==> src/hw/rtl/pc_pkg.sv <==
// path canonicaliser package: character codes, field widths, sequencer states
// no dependencies; imported by the interfaces, the top level and the checker
package pc_pkg;

  localparam int BYTE_W    = 8;
  localparam int LEN_OUT_W = 9;

  localparam logic [BYTE_W-1:0] CH_SLASH = 8'h2F;
  localparam logic [BYTE_W-1:0] CH_DOT   = 8'h2E;

  localparam logic OP_PATH = 1'b0;
  localparam logic OP_READ = 1'b1;

  localparam logic [1:0] CHARS_ONE  = 2'd1;
  localparam logic [1:0] CHARS_TWO  = 2'd2;
  localparam logic [1:0] CHARS_SAT  = 2'd3;

  typedef enum logic [6:0] {
    ST_IDLE   = 7'b000_0001,
    ST_PATH   = 7'b000_0010,
    ST_CHAR   = 7'b000_0100,
    ST_CLOSE  = 7'b000_1000,
    ST_POP    = 7'b001_0000,
    ST_FINAL  = 7'b010_0000,
    ST_RESULT = 7'b100_0000
  } state_t;

endpackage

==> src/hw/rtl/pc_req_if.sv <==
// request channel of the path canonicaliser: valid/ready plus request fields
// depends on pc_pkg for field widths
interface pc_req_if import pc_pkg::*; ();
  logic              valid;
  logic              ready;
  logic              opcode;
  logic [BYTE_W-1:0] path_byte;
  logic              final_byte;
  logic [BYTE_W-1:0] read_index;

  modport source (output valid, output opcode, output path_byte, output final_byte,
                  output read_index, input ready);
  modport sink   (input valid, input opcode, input path_byte, input final_byte,
                  input read_index, output ready);
endinterface

==> src/hw/rtl/pc_rsp_if.sv <==
// result channel of the path canonicaliser: valid/ready plus result fields
// depends on pc_pkg for field widths
interface pc_rsp_if import pc_pkg::*; ();
  logic                 valid;
  logic                 ready;
  logic                 is_read_reply;
  logic [BYTE_W-1:0]    out_byte;
  logic [LEN_OUT_W-1:0] canonical_length;
  logic                 overflow;

  modport source (output valid, output is_read_reply, output out_byte,
                  output canonical_length, output overflow, input ready);
  modport sink   (input valid, input is_read_reply, input out_byte,
                  input canonical_length, input overflow, output ready);
endinterface

==> src/hw/rtl/path_canonicalizer.sv <==
// steps: a read request goes through the result step to the output register; a path byte
// through the path step, then the char or close step and a possible pop; a final byte on
// through the final and result steps to its end-of-path report; a new request is taken
// only when the sequencer, which drives the single write ports of store and stack, is idle
// reset: synchronous, clears the sequencer, lengths, counters and flags; the two
// memories are not cleared and need no clearing pass (reads never pass the length)
module path_canonicalizer import pc_pkg::*; #(
  parameter int BUF_BYTES    = 256,
  parameter int MAX_SEGMENTS = 128
) (
  input  logic      clk,
  input  logic      rst,
  pc_req_if.sink    req,
  pc_rsp_if.source  rsp
);

  localparam int ADDR_W = $clog2(BUF_BYTES);
  localparam int LEN_W  = $clog2(BUF_BYTES + 1);
  localparam int SP_W   = $clog2(MAX_SEGMENTS);
  localparam int CNT_W  = $clog2(MAX_SEGMENTS + 1);
  localparam int CMP_W  = (LEN_W > BYTE_W) ? LEN_W : BYTE_W;

  // sequencer and latched request
  state_t            state;
  logic              op;
  logic [BYTE_W-1:0] byte_q;
  logic              fin_q;
  logic [BYTE_W-1:0] idx_q;

  // path state: output length, stack depth, current segment shape
  logic [LEN_W-1:0]  len;
  logic [CNT_W-1:0]  cnt;
  logic [1:0]        chars;
  logic              all_dots;
  logic              in_seg;
  logic              ovf;
  logic              done;

  // output store: canonical bytes, one write port, one registered read port
  logic [BYTE_W-1:0] store [BUF_BYTES];
  logic [BYTE_W-1:0] store_rdata;
  logic              st_we;
  logic [ADDR_W-1:0] st_waddr;
  logic [BYTE_W-1:0] st_wdata;

  // segment stack: output length at the start of each kept segment
  logic [LEN_W-1:0]  stack [MAX_SEGMENTS];
  logic [LEN_W-1:0]  stack_rdata;
  logic              push_en;
  logic              pop_needed;
  logic              pop_two;
  logic [CNT_W-1:0]  cnt_dec;

  logic              len_ok;
  logic              accept;
  logic              slot_free;
  logic [CMP_W-1:0]  req_idx_ext;
  logic [CMP_W-1:0]  idx_ext;
  logic [CMP_W-1:0]  len_ext;
  logic              rd_hit;

  assign req.ready = (state == ST_IDLE);
  assign accept    = req.valid && req.ready;
  assign slot_free = !rsp.valid || rsp.ready;

  // room for one more byte in the store
  assign len_ok = (len < LEN_W'(BUF_BYTES));

  // a new segment starts: remember where its slash goes, if the stack has room
  assign push_en = (state == ST_PATH) && (byte_q != CH_SLASH) && !in_seg &&
                   (cnt < CNT_W'(MAX_SEGMENTS));

  // closing '.' pops once, closing '..' pops twice; only the last popped start matters
  assign pop_needed = in_seg && all_dots && (chars == CHARS_ONE || chars == CHARS_TWO) &&
                      (cnt != '0);
  assign pop_two    = (chars == CHARS_TWO) && (cnt >= CNT_W'(2));
  assign cnt_dec    = pop_two ? (cnt - CNT_W'(2)) : (cnt - CNT_W'(1));

  // store write selection: leading slash, segment byte, or lone root slash
  always_comb begin
    st_we    = 1'b0;
    st_waddr = len[ADDR_W-1:0];
    st_wdata = byte_q;
    unique case (state)
      ST_PATH: begin
        st_we    = (byte_q != CH_SLASH) && !in_seg && len_ok;
        st_wdata = CH_SLASH;
      end
      ST_CHAR: begin
        st_we    = len_ok;
      end
      ST_FINAL: begin
        st_we    = (len == '0);
        st_waddr = '0;
        st_wdata = CH_SLASH;
      end
      default: begin
        st_we    = 1'b0;
      end
    endcase
  end

  // read hit: inside the current length and inside the store
  assign req_idx_ext = CMP_W'(req.read_index);
  assign idx_ext     = CMP_W'(idx_q);
  assign len_ext     = CMP_W'(len);
  assign rd_hit      = (idx_ext < len_ext) && (idx_ext < CMP_W'(BUF_BYTES));

  always_ff @(posedge clk) begin
    if (st_we) begin
      store[st_waddr] <= st_wdata;
    end
    if (accept && req.opcode == OP_READ && req_idx_ext < CMP_W'(BUF_BYTES)) begin
      store_rdata <= store[req_idx_ext[ADDR_W-1:0]];
    end
  end

  always_ff @(posedge clk) begin
    if (push_en) begin
      stack[cnt[SP_W-1:0]] <= len;
    end
    if (state == ST_CLOSE && pop_needed) begin
      stack_rdata <= stack[cnt_dec[SP_W-1:0]];
    end
  end

  // latched request fields
  always_ff @(posedge clk) begin
    if (accept) begin
      op     <= req.opcode;
      byte_q <= req.path_byte;
      fin_q  <= req.final_byte;
      idx_q  <= req.read_index;
    end
  end

  // sequencer
  always_ff @(posedge clk) begin
    if (rst) begin
      state    <= ST_IDLE;
      len      <= '0;
      cnt      <= '0;
      chars    <= '0;
      all_dots <= 1'b1;
      in_seg   <= 1'b0;
      ovf      <= 1'b0;
      done     <= 1'b0;
    end else begin
      unique case (state)
        ST_IDLE: begin
          if (accept) begin
            if (req.opcode == OP_READ) begin
              // store read issued this edge, data ready in the result step
              state <= ST_RESULT;
            end else begin
              // first byte after a finished path starts a fresh one
              if (done) begin
                len  <= '0;
                ovf  <= 1'b0;
                done <= 1'b0;
              end
              state <= ST_PATH;
            end
          end
        end
        ST_PATH: begin
          if (byte_q == CH_SLASH) begin
            state <= ST_CLOSE;
          end else begin
            if (!in_seg) begin
              if (push_en) begin
                cnt <= cnt + CNT_W'(1);
              end
              if (len_ok) begin
                len <= len + LEN_W'(1);
              end
              // stack full or store full
              if (!push_en || !len_ok) begin
                ovf <= 1'b1;
              end
              in_seg   <= 1'b1;
              chars    <= '0;
              all_dots <= 1'b1;
            end
            state <= ST_CHAR;
          end
        end
        ST_CHAR: begin
          if (len_ok) begin
            len <= len + LEN_W'(1);
          end else begin
            ovf <= 1'b1;
          end
          if (chars != CHARS_SAT) begin
            chars <= chars + 2'd1;
          end
          if (byte_q != CH_DOT) begin
            all_dots <= 1'b0;
          end
          state <= fin_q ? ST_CLOSE : ST_IDLE;
        end
        ST_CLOSE: begin
          in_seg   <= 1'b0;
          chars    <= '0;
          all_dots <= 1'b1;
          if (pop_needed) begin
            cnt   <= cnt_dec;
            state <= ST_POP;
          end else begin
            state <= fin_q ? ST_FINAL : ST_IDLE;
          end
        end
        ST_POP: begin
          len   <= stack_rdata;
          state <= fin_q ? ST_FINAL : ST_IDLE;
        end
        ST_FINAL: begin
          // empty result is the root alone
          if (len == '0) begin
            len <= LEN_W'(1);
          end
          cnt   <= '0;
          done  <= 1'b1;
          state <= ST_RESULT;
        end
        ST_RESULT: begin
          if (slot_free) begin
            state <= ST_IDLE;
          end
        end
        default: begin
          state <= ST_IDLE;
        end
      endcase
    end
  end

  // output register: parts the result from the sequencer
  always_ff @(posedge clk) begin
    if (rst) begin
      rsp.valid <= 1'b0;
    end else if (state == ST_RESULT && slot_free) begin
      rsp.valid <= 1'b1;
    end else if (rsp.ready) begin
      rsp.valid <= 1'b0;
    end
  end

  always_ff @(posedge clk) begin
    if (state == ST_RESULT && slot_free) begin
      rsp.is_read_reply    <= op;
      rsp.out_byte         <= (op == OP_READ && rd_hit) ? store_rdata : '0;
      rsp.canonical_length <= LEN_OUT_W'(len);
      rsp.overflow         <= ovf;
    end
  end

endmodule

==> src/flat_wrapper.sv <==
// flat-port wrapper written by rule: the top's interface ports become plain ports
module path_canonicalizer_flat import pc_pkg::*;
#(
  parameter int BUF_BYTES    = 256,
  parameter int MAX_SEGMENTS = 128
)
  (clk, rst, req_valid, req_opcode, req_path_byte, req_final_byte, req_read_index, req_ready, rsp_valid, rsp_is_read_reply, rsp_out_byte, rsp_canonical_length, rsp_overflow, rsp_ready);
  pc_req_if req_i ();
  pc_rsp_if rsp_i ();
  input  logic clk;
  input  logic rst;
  input wire logic [$bits(req_i.valid)-1:0] req_valid;
  input wire logic [$bits(req_i.opcode)-1:0] req_opcode;
  input wire logic [$bits(req_i.path_byte)-1:0] req_path_byte;
  input wire logic [$bits(req_i.final_byte)-1:0] req_final_byte;
  input wire logic [$bits(req_i.read_index)-1:0] req_read_index;
  output wire logic [$bits(req_i.ready)-1:0] req_ready;
  output wire logic [$bits(rsp_i.valid)-1:0] rsp_valid;
  output wire logic [$bits(rsp_i.is_read_reply)-1:0] rsp_is_read_reply;
  output wire logic [$bits(rsp_i.out_byte)-1:0] rsp_out_byte;
  output wire logic [$bits(rsp_i.canonical_length)-1:0] rsp_canonical_length;
  output wire logic [$bits(rsp_i.overflow)-1:0] rsp_overflow;
  input wire logic [$bits(rsp_i.ready)-1:0] rsp_ready;
  assign req_i.valid = req_valid;
  assign req_i.opcode = req_opcode;
  assign req_i.path_byte = req_path_byte;
  assign req_i.final_byte = req_final_byte;
  assign req_i.read_index = req_read_index;
  assign req_ready = req_i.ready;
  assign rsp_valid = rsp_i.valid;
  assign rsp_is_read_reply = rsp_i.is_read_reply;
  assign rsp_out_byte = rsp_i.out_byte;
  assign rsp_canonical_length = rsp_i.canonical_length;
  assign rsp_overflow = rsp_i.overflow;
  assign rsp_i.ready = rsp_ready;
  path_canonicalizer #(.BUF_BYTES(BUF_BYTES), .MAX_SEGMENTS(MAX_SEGMENTS)) u_core (.clk(clk), .rst(rst), .req(req_i), .rsp(rsp_i));
endmodule
==> config.mk <==
export PLATFORM = sky130hd
export DESIGN_NAME = path_canonicalizer_flat
export DESIGN_NICKNAME = d
export VERILOG_FILES = /design/src/hw/rtl/pc_pkg.sv /design/src/hw/rtl/pc_req_if.sv /design/src/hw/rtl/pc_rsp_if.sv /design/src/hw/rtl/path_canonicalizer.sv /design/src/flat_wrapper.sv
export SDC_FILE = /design/constraint.sdc
export NUM_CORES = 2
export LEC_CHECK = 0
export ABC_AREA = 1
export BUFFER_PORTS_ARGS = -buffer_cell sky130_fd_sc_hd__clkbuf_2
export CORE_MARGIN = 3
export CORE_UTILIZATION = 35
export DETAILED_ROUTE_END_ITERATION = 8
export SLEW_MARGIN = 20
export SYNTH_ARGS = -nofsm -noshare
export SYNTH_HDL_FRONTEND = slang
export SYNTH_SLANG_ARGS = --single-unit
==> constraint.sdc <==
create_clock -name clk -period 10.5 [get_ports clk]
set_clock_uncertainty 0.05 [all_clocks]
set_input_delay 2.1 -clock clk [delete_from_list [all_inputs] [get_ports clk]]
set_output_delay 2.1 -clock clk [all_outputs]
set_load 0.02 [all_outputs]
==> flow_summary_export.csv <==
group,metric,value,unit
global_routing,overflow,0,
synth,synth_cell_type_count,47,
timing,final-setup-viol-count,0,
clocking,clock_sinks,3285,
synth,synth.yosys.seq_area_share,72.2,%
clocking,cts_tree,"built",
placement,place.gp.congestion,0.861,
critical_path,critPathLaunchType,"register",
global_routing,grt_max_degree,225,
clocking,clk_pin_slew_worst_paths,0.06,ns
die,die_w,630,µm
placement,port-buffer-count,42,
timing,fmax,0.187,GHz
synth,syn_area,136000,µm²
final_layout,syn_to_final_growth,11.5,%
timing,slew_headroom,20.3,%
critical_path,slowest_delay,1.03,ns
die,die_area,397000,µm²
hold_path,hp-class,"register to register",
power_and_ir_drop,p_leak,53.6,nW
power_and_ir_drop,powerDensity,187,nW/µm²
critical_path,path_class,"register to register",
clocking,clockRootBuffer,"clkbuf_16",
drt,wl_per_cell,22.3,µm
placement,hpwl,208,mm
critical_path,cp_cell_sequence,"inv_1 -> ha_1 -> nand2_1 -> nor2_1 -> nand2_1 -> nand2_2 -> nand3_2 -> nand2_8 -> buf_4 -> nand2_1 -> nand3_1 -> nand3_1 -> nand3_1 -> nand3_1 -> nand3_1 -> nand2_1 -> nand2_1 -> nand2_1",
clocking,clockBufferDepth,4,
global_routing,grt_pass1_wl,563,mm
drt,num_vias,89400,
critical_path,reg2reg_from,"u_core.cnt[2]$_SDFFE_PP0P_",
global_routing,antenna_found_initial,12,
drt,routed_via_density,5.23,
final_layout,final_cell_mix,"edfxtp_1 (3254), nand2_1 (1800), nand3_1 (1653), nor2_1 (1462), inv_1 (1161)",
global_routing,grt_pass1_vias,85000,
critical_path,critPathSlowestCell,"nand2_8",
die,coreArea,387000,µm²
synth,synthArstFlopShare,0,%
synth,synth-edff-count,3254,
flow_run,max_cap_violations,0,
timing,tightest_slew,1.19,ns
critical_path,arrival,5.99,ns
clocking,cts_resized,0,
final_layout,design_area,152000,µm²
final_layout,drive_gt1_share,6.02,%
timing,hold_viol_final,0,
timing,final_max_slew_viol_count,0,
drt,dr.pass1.iters,6,
synth,yosysTopAreaCellShare,71.7,%
timing,fin_crit,5.34,ns
timing,setup-tns-final,0,ns
critical_path,cp_data_required_time,11.15,ns
synth,syn_area_per_cell,11.5,µm²
synth,synth-seq-cells,3285,
clocking,cts_hold_buf,0,
die,fp-row-count,228,
final_layout,nNetsFinal,11700,
drt,wirelength,381,mm
die,ios,43,
critical_path,cp-end-kind,"register",
clocking,postCtsSetupBuffers,0,
synth,synth_fp_nets,11900,
clocking,cts_buffers,351,
critical_path,crit_start,"u_core.cnt[2]$_SDFFE_PP0P_",
final_layout,fillers,36400,
synth,synth_cells,11900,
critical_path,path_max_fanout,126,
synth,netlist_top_cells_area,"edfxtp_1 (72%), nand3_1 (6.1%), nand2_1 (5.0%), nor2_1 (4.1%), o21ai_0 (3.9%)",
hold_path,hold_path_startpoint,"u_core.op$_DFFE_PP_",
timing,rsz0062_at_grt,"no",
final_layout,final_common_cell,"edfxtp_1",
global_routing,grtUsageTotal,18.5,%
die,initial_utilization,35.2,%
critical_path,path_common_cell,"nand2_1",
synth,synth_top_area_cell,"edfxtp_1",
die,die_y,630,µm
clocking,clock_latency,0.95,ns
synth,synth_flop_cell,"edfxtp_1",
placement,placed_area,141000,µm²
power_and_ir_drop,ir_drop,0.144,mV
synth,yosysWarnings,0,
drt,ant_nets,0,
drt,drt_iter0_drc,9824,
clocking,cts_max_level,5,
outcome,status,"finished, final reports clean",
drt,drc,0,
timing,timing.final.crit_share,50.9,%
## path summary, 6_finish.rpt
check                                                           to  slack [ns]  cells past startpoint
worst max-delay path               u_core.stack_rdata[4]$_DFFE_PP_        5.16                     18
worst max register to register     u_core.stack_rdata[4]$_DFFE_PP_        5.16                     18
worst min register to register  u_core.rsp.is_read_reply$_DFFE_PP_        0.41                      0
worst min-delay path            u_core.rsp.is_read_reply$_DFFE_PP_        0.41                      0
## area by class of cell
type                            instances  area, µm²  share of cell area, %
Sequential cell                      3285      98400                   64.7
Multi-Input combinational cell       6660      30400                   20.0
Clock buffer                          447       9340                   6.15
Tap cell                             5175       6470                   4.26
Inverter                             1181       4460                   2.94
Timing Repair Buffer                  173       1470                  0.967
Clock inverter                        182       1390                  0.917
Antenna cell                            5       12.5                0.00823
## cells in the mapped netlist, drive strengths merged, types with 5 or more instances
| library cell | count |
|---|---|
| nor4 | 10 |
| dfxtp | 31 |
| edfxtp | 3254 |
| nor2 | 1474 |
| o21ai | 1062 |
| nand4 | 9 |
| a21oi | 37 |
| inv | 1175 |
| nand3 | 1656 |
| ha | 18 |
| clkbuf | 410 |
| nor3 | 12 |
| nand2 | 1826 |
| clkinv | 6 |
| o22ai | 512 |
| a31oi | 11 |
| and3 | 8 |
| buf | 336 |
| or2 | 5 |
## flip-flops by register name, indices dropped and copies added (netlist names), 2 cells and up
name                         cells
u_core.state                     7
u_core.chars                     2
u_core.rsp.out_byte              8
u_core.store                  2048
u_core.idx_q                     8
u_core.byte_q                    8
u_core.store_rdata               8
u_core.len                       9
u_core.stack                  1152
u_core.cnt                       8
u_core.rsp.canonical_length      9
u_core.stack_rdata               9
## worst max-delay path: cells and delay by family, from the launching register on
family	cells	cell delay, ns
fa+ha+maj	1	0.22
buf+inv	2	1.08
flops	1	0.39
simple gates	15	3.26
## metrics by stage
step	power (W)	utilization (%)	hold WS, ns	setup WS [ns]	std cells
3_3_place_gp	0.0168	36.5	0.394	4.53	16500
5_1_grt	0.0292	39.3	0.414	4.90	17100
4_1_cts	0.0285	39.3	0.408	5.22	17100
6_report	0.0284	39.3	0.408	5.16	17100
3_5_place_dp	0.0169	36.5	0.400	4.50	16500
2_1_floorplan	0.0161	-	0.358	1.99	11900
## cell families after synthesis
group	synth area share [%]
compound gates	6.54
xor+xnor	0.0395
fa+ha+maj	0.165
buf+inv	5.62
flops	72.2
simple gates	15.4
## power by group
group,total (W),switching (W),internal [W]
clock network,0.0118,0.00515,0.00662
logic,0.00189,0.00150,0.000392
registers,0.0147,0.0000886,0.0146
total,0.0284,0.00674,0.0216
## metal layers
metal | share of wire [%] | global-route usage [%] | vias up | routed length (µm)
met3 | 8.2 | 2.94 | 694 | 31400
met4 | 4.4 | 7.69 | 0 | 16700
met5 | 0 | 0 | - | 0
met1 | 41 | 25.2 | 44000 | 157000
li1 | - | - | 40900 | -
met2 | 46 | 29.6 | 3757 | 177000
Note: power is estimated with default switching activity, not from simulation.
